## src/rtl/core/integer_to_roman_encoder_macros.svh

```systemverilog
// ---------------------------------------------------------------------------
// Integer to Roman encoder assertion macros
// Shared concurrent assertion forms for the encoder RTL.
// ---------------------------------------------------------------------------
`ifndef INTEGER_TO_ROMAN_ENCODER_MACROS_SVH
`define INTEGER_TO_ROMAN_ENCODER_MACROS_SVH

// Same-cycle implication, checked outside reset.
`define I2R_ASSERT_NOW(label, clk, rst_n, ante, cons) \
	label: assert property (@(posedge clk) disable iff (!rst_n) (ante) |-> (cons)) \
		else $error("i2r assertion failed (same cycle)");

// Next-cycle implication, checked outside reset.
`define I2R_ASSERT_NEXT(label, clk, rst_n, ante, cons) \
	label: assert property (@(posedge clk) disable iff (!rst_n) (ante) |=> (cons)) \
		else $error("i2r assertion failed (next cycle)");

`endif

```

## src/rtl/core/i2r_pkg.sv

```systemverilog
// ---------------------------------------------------------------------------
// Integer to Roman encoder package
// Widths, numeral term tables, controller state and command types.
// ---------------------------------------------------------------------------
package i2r_pkg;

	localparam int VALUE_W = 12;
	localparam int CHAR_W  = 7;
	localparam int N_TERMS = 13;
	localparam int TERM_W  = $clog2(N_TERMS);

	typedef logic [VALUE_W-1:0] value_t;
	typedef logic [CHAR_W-1:0]  char_t;
	typedef logic [TERM_W-1:0]  term_idx_t;

	localparam char_t CH_NONE = 7'h00;
	localparam char_t CH_I    = 7'h49;
	localparam char_t CH_V    = 7'h56;
	localparam char_t CH_X    = 7'h58;
	localparam char_t CH_L    = 7'h4C;
	localparam char_t CH_C    = 7'h43;
	localparam char_t CH_D    = 7'h44;
	localparam char_t CH_M    = 7'h4D;

	// Terms in descending order; second letter is CH_NONE for single letters.
	localparam value_t TERM_AMOUNT [N_TERMS] = '{
		12'd1000, 12'd900, 12'd500, 12'd400, 12'd100, 12'd90, 12'd50,
		12'd40, 12'd10, 12'd9, 12'd5, 12'd4, 12'd1
	};
	localparam char_t TERM_FIRST [N_TERMS] = '{
		CH_M, CH_C, CH_D, CH_C, CH_C, CH_X, CH_L, CH_X, CH_X, CH_I, CH_V, CH_I, CH_I
	};
	localparam char_t TERM_SECOND [N_TERMS] = '{
		CH_NONE, CH_M, CH_NONE, CH_D, CH_NONE, CH_C, CH_NONE, CH_L,
		CH_NONE, CH_X, CH_NONE, CH_V, CH_NONE
	};

	typedef enum logic [1:0] {
		ST_IDLE = 2'b01,
		ST_RUN  = 2'b10
	} i2r_state_t;

	typedef struct packed {
		logic load;
		logic step;
	} i2r_cmd_t;

	typedef struct packed {
		logic last;
	} i2r_stat_t;

endpackage

```

## src/rtl/core/i2r_if.sv

```systemverilog
// ---------------------------------------------------------------------------
// Integer to Roman encoder channels
// Valid/ready channels for the input value and the output characters.
// ---------------------------------------------------------------------------
interface i2r_value_if import i2r_pkg::*; ();
	logic   valid;
	logic   ready;
	value_t value;

	modport source (output valid, output value, input ready);
	modport sink (input valid, input value, output ready);
endinterface

interface i2r_char_if import i2r_pkg::*; ();
	logic  valid;
	logic  ready;
	char_t char_code;
	logic  is_last;
	logic  is_empty;

	modport source (output valid, output char_code, output is_last, output is_empty,
		input ready);
	modport sink (input valid, input char_code, input is_last, input is_empty,
		output ready);
endinterface

```

## src/rtl/core/integer_to_roman_encoder.sv

```systemverilog
// ---------------------------------------------------------------------------
// Integer to Roman numeral encoder
// Converts a 12-bit unsigned value into a stream of ASCII numeral letters.
// ---------------------------------------------------------------------------
// Each item on the number channel is a value from 0 to 4095; the numeral
// channel returns its Roman numeral one ASCII letter per item, in reading
// order, with is_last set on the final letter. Zero returns a single item
// with char_code 0 and both is_last and is_empty set. Values from 4000 up
// start with four M letters. The letters are registered into the output
// register one per cycle through the subtract-and-select unit while the
// numeral channel is not stalled, and the next value can be accepted once
// the last letter is registered, while it still waits in the output
// register. A numeral runs 1 to 15 letters. Back-pressure on the numeral
// channel holds the letter sequence.
// ---------------------------------------------------------------------------
module integer_to_roman_encoder import i2r_pkg::*; (
	input logic        clk,
	input logic        arst_n,
	i2r_value_if.sink  number,
	i2r_char_if.source numeral
);

	i2r_cmd_t  cmd;
	i2r_stat_t stat;

	// Controller: accept one value, then step one letter per free output slot.
	i2r_ctrl u_ctrl (
		.clk       (clk),
		.arst_n    (arst_n),
		.in_valid  (number.valid),
		.in_ready  (number.ready),
		.out_valid (numeral.valid),
		.out_ready (numeral.ready),
		.stat      (stat),
		.cmd       (cmd)
	);

	// Datapath: hold the remainder, pick the largest fitting term, drive letters.
	i2r_dpath u_dpath (
		.clk       (clk),
		.arst_n    (arst_n),
		.cmd       (cmd),
		.value     (number.value),
		.stat      (stat),
		.char_code (numeral.char_code),
		.is_last   (numeral.is_last),
		.is_empty  (numeral.is_empty)
	);

endmodule

```

## src/rtl/core/i2r_dpath.sv

```systemverilog
// ---------------------------------------------------------------------------
// Integer to Roman encoder datapath
// Remainder register, pending second letter and output character register.
// ---------------------------------------------------------------------------
module i2r_dpath import i2r_pkg::*; (
	input  logic      clk,
	input  logic      arst_n,
	input  i2r_cmd_t  cmd,
	input  value_t    value,
	output i2r_stat_t stat,
	output char_t     char_code,
	output logic      is_last,
	output logic      is_empty
);

`include "integer_to_roman_encoder_macros.svh"

	value_t    rest_q;
	logic      pend_q;
	char_t     pend_char_q;
	char_t     char_q;
	logic      last_q;
	logic      empty_q;

	term_idx_t sel;
	value_t    rest_next;
	char_t     emit_char;
	logic      emit_last;
	logic      emit_empty;
	logic      set_pend;

	// Largest term that fits the remainder; the compares are independent.
	always_comb begin
		sel = term_idx_t'(N_TERMS - 1);
		for (int k = N_TERMS - 1; k >= 0; k--) begin
			if (rest_q >= TERM_AMOUNT[k]) begin
				sel = term_idx_t'(k);
			end
		end
	end

	always_comb begin
		rest_next  = rest_q;
		emit_char  = CH_NONE;
		emit_last  = 1'b0;
		emit_empty = 1'b0;
		set_pend   = 1'b0;
		priority if (pend_q) begin
			emit_char = pend_char_q;
			emit_last = (rest_q == '0);
		end else if (rest_q == '0) begin
			emit_last  = 1'b1;
			emit_empty = 1'b1;
		end else begin
			rest_next = rest_q - TERM_AMOUNT[sel];
			emit_char = TERM_FIRST[sel];
			set_pend  = (TERM_SECOND[sel] != CH_NONE);
			emit_last = !set_pend && (rest_next == '0);
		end
	end

	assign stat.last = emit_last;

	always_ff @(posedge clk or negedge arst_n) begin
		if (!arst_n) begin
			pend_q <= 1'b0;
		end else if (cmd.load) begin
			pend_q <= 1'b0;
		end else if (cmd.step) begin
			pend_q <= set_pend;
		end
	end

	always_ff @(posedge clk) begin
		if (cmd.load) begin
			rest_q <= value;
		end else if (cmd.step) begin
			rest_q      <= rest_next;
			pend_char_q <= TERM_SECOND[sel];
			char_q      <= emit_char;
			last_q      <= emit_last;
			empty_q     <= emit_empty;
		end
	end

	assign char_code = char_q;
	assign is_last   = last_q;
	assign is_empty  = empty_q;

	`I2R_ASSERT_NEXT(a_pend_drains, clk, arst_n, cmd.step && pend_q, !pend_q)
	`I2R_ASSERT_NOW(a_empty_is_last, clk, arst_n, cmd.step && emit_empty, emit_last)
	`I2R_ASSERT_NOW(a_pend_not_last, clk, arst_n, cmd.step && set_pend, !emit_last)

endmodule

```

## src/rtl/core/i2r_ctrl.sv

```systemverilog
// ---------------------------------------------------------------------------
// Integer to Roman encoder controller
// Sequences load and character steps, owns the handshake control bits.
// ---------------------------------------------------------------------------
module i2r_ctrl import i2r_pkg::*; (
	input  logic      clk,
	input  logic      arst_n,
	input  logic      in_valid,
	output logic      in_ready,
	output logic      out_valid,
	input  logic      out_ready,
	input  i2r_stat_t stat,
	output i2r_cmd_t  cmd
);

`include "integer_to_roman_encoder_macros.svh"

	i2r_state_t state_q;
	i2r_state_t state_next;
	logic       out_vld_q;
	logic       advance;

	// Output register is free when empty or being drained this cycle.
	assign advance  = !out_vld_q || out_ready;
	assign in_ready = (state_q == ST_IDLE);
	assign cmd.load = (state_q == ST_IDLE) && in_valid;
	assign cmd.step = (state_q == ST_RUN) && advance;

	always_comb begin
		state_next = state_q;
		unique case (state_q)
			ST_IDLE: begin
				if (in_valid) begin
					state_next = ST_RUN;
				end
			end
			ST_RUN: begin
				if (advance && stat.last) begin
					state_next = ST_IDLE;
				end
			end
			default: begin
				state_next = ST_IDLE;
			end
		endcase
	end

	always_ff @(posedge clk or negedge arst_n) begin
		if (!arst_n) begin
			state_q   <= ST_IDLE;
			out_vld_q <= 1'b0;
		end else begin
			state_q <= state_next;
			if (cmd.step) begin
				out_vld_q <= 1'b1;
			end else if (out_ready) begin
				out_vld_q <= 1'b0;
			end
		end
	end

	assign out_valid = out_vld_q;

	`I2R_ASSERT_NEXT(a_last_ends_run, clk, arst_n, cmd.step && stat.last, state_q == ST_IDLE)
	`I2R_ASSERT_NOW(a_step_needs_room, clk, arst_n, cmd.step, !out_vld_q || out_ready)
	`I2R_ASSERT_NEXT(a_step_fills_out, clk, arst_n, cmd.step, out_vld_q)
	`I2R_ASSERT_NOW(a_load_only_idle, clk, arst_n, cmd.load, !cmd.step)

endmodule
```

## src/flat_wrapper.sv

```systemverilog
// flat-port wrapper written by rule: the top's interface ports become plain ports
module integer_to_roman_encoder_flat import i2r_pkg::*;
  (clk, arst_n, number_valid, number_value, number_ready, numeral_valid, numeral_char_code, numeral_is_last, numeral_is_empty, numeral_ready);
  i2r_value_if number_i ();
  i2r_char_if numeral_i ();
  input logic clk;
  input logic arst_n;
  input wire logic [$bits(number_i.valid)-1:0] number_valid;
  input wire logic [$bits(number_i.value)-1:0] number_value;
  output wire logic [$bits(number_i.ready)-1:0] number_ready;
  output wire logic [$bits(numeral_i.valid)-1:0] numeral_valid;
  output wire logic [$bits(numeral_i.char_code)-1:0] numeral_char_code;
  output wire logic [$bits(numeral_i.is_last)-1:0] numeral_is_last;
  output wire logic [$bits(numeral_i.is_empty)-1:0] numeral_is_empty;
  input wire logic [$bits(numeral_i.ready)-1:0] numeral_ready;
  assign number_i.valid = number_valid;
  assign number_i.value = number_value;
  assign number_ready = number_i.ready;
  assign numeral_valid = numeral_i.valid;
  assign numeral_char_code = numeral_i.char_code;
  assign numeral_is_last = numeral_i.is_last;
  assign numeral_is_empty = numeral_i.is_empty;
  assign numeral_i.ready = numeral_ready;
  integer_to_roman_encoder u_core (.clk(clk), .arst_n(arst_n), .number(number_i), .numeral(numeral_i));
endmodule
```

## config.mk

```make
export PLATFORM = sky130hd
export DESIGN_NAME = integer_to_roman_encoder_flat
export DESIGN_NICKNAME = d
export VERILOG_FILES = /design/src/rtl/core/i2r_pkg.sv /design/src/rtl/core/i2r_if.sv /design/src/rtl/core/integer_to_roman_encoder.sv /design/src/rtl/core/i2r_dpath.sv /design/src/rtl/core/i2r_ctrl.sv /design/src/flat_wrapper.sv
export VERILOG_INCLUDE_DIRS = /design/src /design/src/rtl/core
export SDC_FILE = /design/constraint.sdc
export NUM_CORES = 1
export LEC_CHECK = 0
export BUFFER_PORTS_ARGS = -buffer_cell sky130_fd_sc_hd__buf_2
export CELL_PAD_IN_SITES_DETAIL_PLACEMENT = 0
export CELL_PAD_IN_SITES_GLOBAL_PLACEMENT = 1
export CORE_MARGIN = 2
export CORE_UTILIZATION = 40
export CTS_BUF_LIST = sky130_fd_sc_hd__clkbuf_4 sky130_fd_sc_hd__clkbuf_8
export CTS_CLUSTER_SIZE = 24
export DETAILED_ROUTE_END_ITERATION = 10
export PLACE_DENSITY = 0.83
export SLEW_MARGIN = 15
export SYNTH_ARGS = -nofsm -noshare
export SYNTH_HDL_FRONTEND = slang
export SYNTH_SLANG_ARGS = --single-unit
```

## constraint.sdc

```tcl
create_clock -name clk -period 3.9 [get_ports clk]
set_input_delay 0.39 -clock clk [delete_from_list [all_inputs] [get_ports clk]]
set_output_delay 0.39 -clock clk [all_outputs]
set_load 0.05 [all_outputs]
```

==> flow_summary.ini <==
[run_status]
status = finished, violations left
violations = setup timing

[timing]
finalSetupViolCount = 3
finalClockSkew_ps = 2.46
rsz0062_at_grt = yes
fin_crit_sh = 1.03
relSlewSlack = 0.383
layout_setup_ws_ps = -129
max_freq_mhz = 248
layout_min_cycle_time_ps = 4030
final_max_slew_viol_count = 0
finalSetupTns_ps = -306
timing_hold_violations_final = 0
tightest_slew_ps = 918

[global_route]
grt_pass1_vias = 2358
globalRouteTotalUtil = 0.219
met2_usage = 0.375
overflow = 0
grt_pass1_wl_mm = 11.0
antenna_found_initial = 0
grt_max_degree = 16
use_met3 = 0.0341
grt_use_met1 = 0.275
globalRoute.busiestLayer = met2

[setup_path]
critPathMaxFanout = 6
startpoint_type = flip-flop
path_cells = and4bb_1 > o21ai_2 > a2111oi_4 > o41ai_4 > ha_4 > buf_4 > buf_4 > a21oi_1 > o21a_1 > ha_4 > o211a_1 > o31a_1 > buf_4 > nor3_4 > o22ai_2 > nor4_2 > nand4_2 > a31o_1
path_buf_inv = 3
r2r_slack_ps = -130
crit_family = compound AO/OA/AOI/OAI gates
worstSetupEndpointType = flip-flop
cp.required_ps = 4080
r2r.worst_path.cells = 18
cp_slowest_cell = edfxtp_1
crit_path_frequent_cell = buf_4
crit_arrival_ps = 4210
slowest_delay_ps = 520
crit_type = reg -> reg
rr_startpoint = u_core.u_dpath.rest_q[1]$_DFFE_PP_
r2r_end = u_core.u_ctrl.state_q[1]$_DFFE_PN0P_

[yosys]
syn_inst = 260
synth_edf_count = 26
syn_area_mm2 = 0.00241
synth_top_area_cell = edfxtp_1
ys_types = 64
yosysTopAreaCellShare = 0.323
yosysSeqAreaShare = 0.365
synth_nets = 292
synth-seq-cells = 30
synth_ff_type = edfxtp_1
syn_area_per_cell_um2 = 9.29
async_flop_share = 0.133
ys_warn_count = 0
ys_top_cells_by_area = edfxtp_1 (32%), ha_1 (7.8%), nand2_1 (5.9%)

[layout]
diodes = 0
layout_commonest_cell = buf_4
drive_gt1_frac = 0.468
most-common-layout-cells = buf_4 (81), nand2_1 (37), edfxtp_1 (26), buf_2 (25), nor2_1 (19)
syn_to_final_growth_pct = 47.8
fin_nets = 401

[worst_hold_path]
hold_depth = 3
hold_path_class = in -> reg
hold_end = u_core.u_dpath.rest_q[8]$_DFFE_PP_
worstHoldStart = number_value[8]

[drt]
wl_mm = 6.77
firstDrtPassIters = 5
vias_per_cell = 5.36
wire_per_inst_um = 15.2
dr_total_vias = 2386
drtIter0Drc = 124
drc = 0
drtAntennaViolNets = 0

[floorplanning]
coreArea_mm2 = 0.00589
die-height_um = 81.7
start_util = 0.410
dieArea_mm2 = 0.00667
num_rows = 28
ios = 27
die_x_um = 81.7

[cts]
clk_latency_ps = 290
clock_tree.buffer_depth = 2
cts_root_buffer = clkbuf_8
numCtsBuffers = 5
clk_pin_slew_worst_paths_ps = 70
clock-sinks = 30
cts_tree = done
cts_max_level = 2

[run]
maxCapViolations = 0

[place]
place_congestion = 0.889
dpl.hpwl_mm = 5.12
port_buffers = 25
## worst max path at each step
stage,start,to,slack [ps],cells after the start
4_1_cts,u_core.u_dpath.rest_q[3]$_DFFE_PP_,u_core.u_ctrl.state_q[1]$_DFFE_PN0P_,-80,17
2_1_floorplan,u_core.u_dpath.rest_q[2]$_DFFE_PP_,u_core.u_ctrl.state_q[1]$_DFFE_PN0P_,-60,17
3_3_place_gp,u_core.u_dpath.rest_q[3]$_DFFE_PP_,u_core.u_ctrl.state_q[1]$_DFFE_PN0P_,-210,17
5_1_grt,u_core.u_dpath.rest_q[0]$_DFFE_PP_,u_core.u_ctrl.state_q[1]$_DFFE_PN0P_,-250,17
6_report,u_core.u_dpath.rest_q[1]$_DFFE_PP_,u_core.u_ctrl.state_q[1]$_DFFE_PN0P_,-130,18
3_5_place_dp,u_core.u_dpath.rest_q[3]$_DFFE_PP_,u_core.u_ctrl.state_q[1]$_DFFE_PN0P_,-300,17
## cell families after synthesis
logic type / count (synthesis) / synth area share
adders and majority gates: 16 / 0.0860
muxes: 3 / 0.0135
buffers and inverters: 26 / 0.0477
xor gates and xnor gates: 5 / 0.0181
other: 1 / 0.00155
AOI/OAI and AO/OA: 80 / 0.256
DFF: 30 / 0.365
and+or+nand+nor: 99 / 0.211
## per-stage QoR
step	instances	instance area (um2)	hold WS [ps]	util	setup WS [ps]
4_1_cts	443	3510	350	0.596	-83.9
3_5_place_dp	424	3220	199	0.547	-299
5_1_grt	445	3570	398	0.607	-253
3_3_place_gp	424	3220	198	0.547	-213
2_1_floorplan	260	2510	94.4	-	-60.5
6_report	445	3570	354	0.607	-129
## layout make-up
cell class              count  area (um2)
fillers                   516        2320
well taps                  75        93.8
clock inverters             2        10.0
repair buffers            111         788
flip-flops and latches     30         882
multi-input cells         204        1660
clock buffers               6        76.3
inverters                  17        63.8
## sequential cells by signal (all words and copies together) (netlist names)
signal,count
u_core.u_dpath.rest_q,12
u_core.u_dpath.char_code,6
u_core.u_dpath.pend_char_q,6
u_core.u_ctrl.state_q,2
u_core.u_ctrl.out_valid,1
u_core.u_dpath.is_empty,1
u_core.u_dpath.is_last,1
u_core.u_dpath.pend_q,1
## cells in the mapped netlist (2+ instances only)
| cell | n |
|---|---|
| nand2_1 | 38 |
| edfxtp_1 | 26 |
| nor2_1 | 20 |
| a21oi_1 | 17 |
| inv_1 | 17 |
| ha_1 | 15 |
| o21ai_0 | 9 |
| nor3_1 | 7 |
| nand3_1 | 5 |
| o21a_1 | 5 |
| o21ai_1 | 5 |
| o31ai_1 | 5 |
| nand2b_1 | 4 |
| nor2b_1 | 4 |
| or3_1 | 4 |
| a31o_2 | 3 |
| a31oi_1 | 3 |
| and2_1 | 3 |
| clkbuf_1 | 3 |
| dfrtp_1 | 3 |
| o31a_1 | 3 |
| o41ai_1 | 3 |
| xnor2_1 | 3 |
| a211oi_1 | 2 |
| a21o_1 | 2 |
| and3_1 | 2 |
| buf_2 | 2 |
| buf_4 | 2 |
| mux2_2 | 2 |
| nor2_2 | 2 |
| o211a_1 | 2 |
| o211ai_1 | 2 |
| o21bai_1 | 2 |
| o22ai_1 | 2 |
| o311a_1 | 2 |
| or4_1 | 2 |
| xor2_1 | 2 |
## metal layers
metal,up-vias,share of wire
met2,51,0.50
met4,0,0.028
li1,1176,-
met3,12,0.033
met5,-,0
met1,1147,0.44
## worst min-delay path: stages
cell and delay [ps]:
buf_2 70, nand2_1 40, nand2_1 40
## what timing repair did
action | in CTS | in global routing
buffers inserted | 11 | 2
pin swaps | 19 | 6
endpoints found under the hold margin | 3 | 0
gates resized for setup | 23 | 8
hold buffers | 1 | 0
setup endpoints to repair | 5 | 8
cloned | 0 | 0
Power is left out: the tool's default activity adds up to more than one toggle a clock period on the data nets, which glitch-free logic cannot reach.
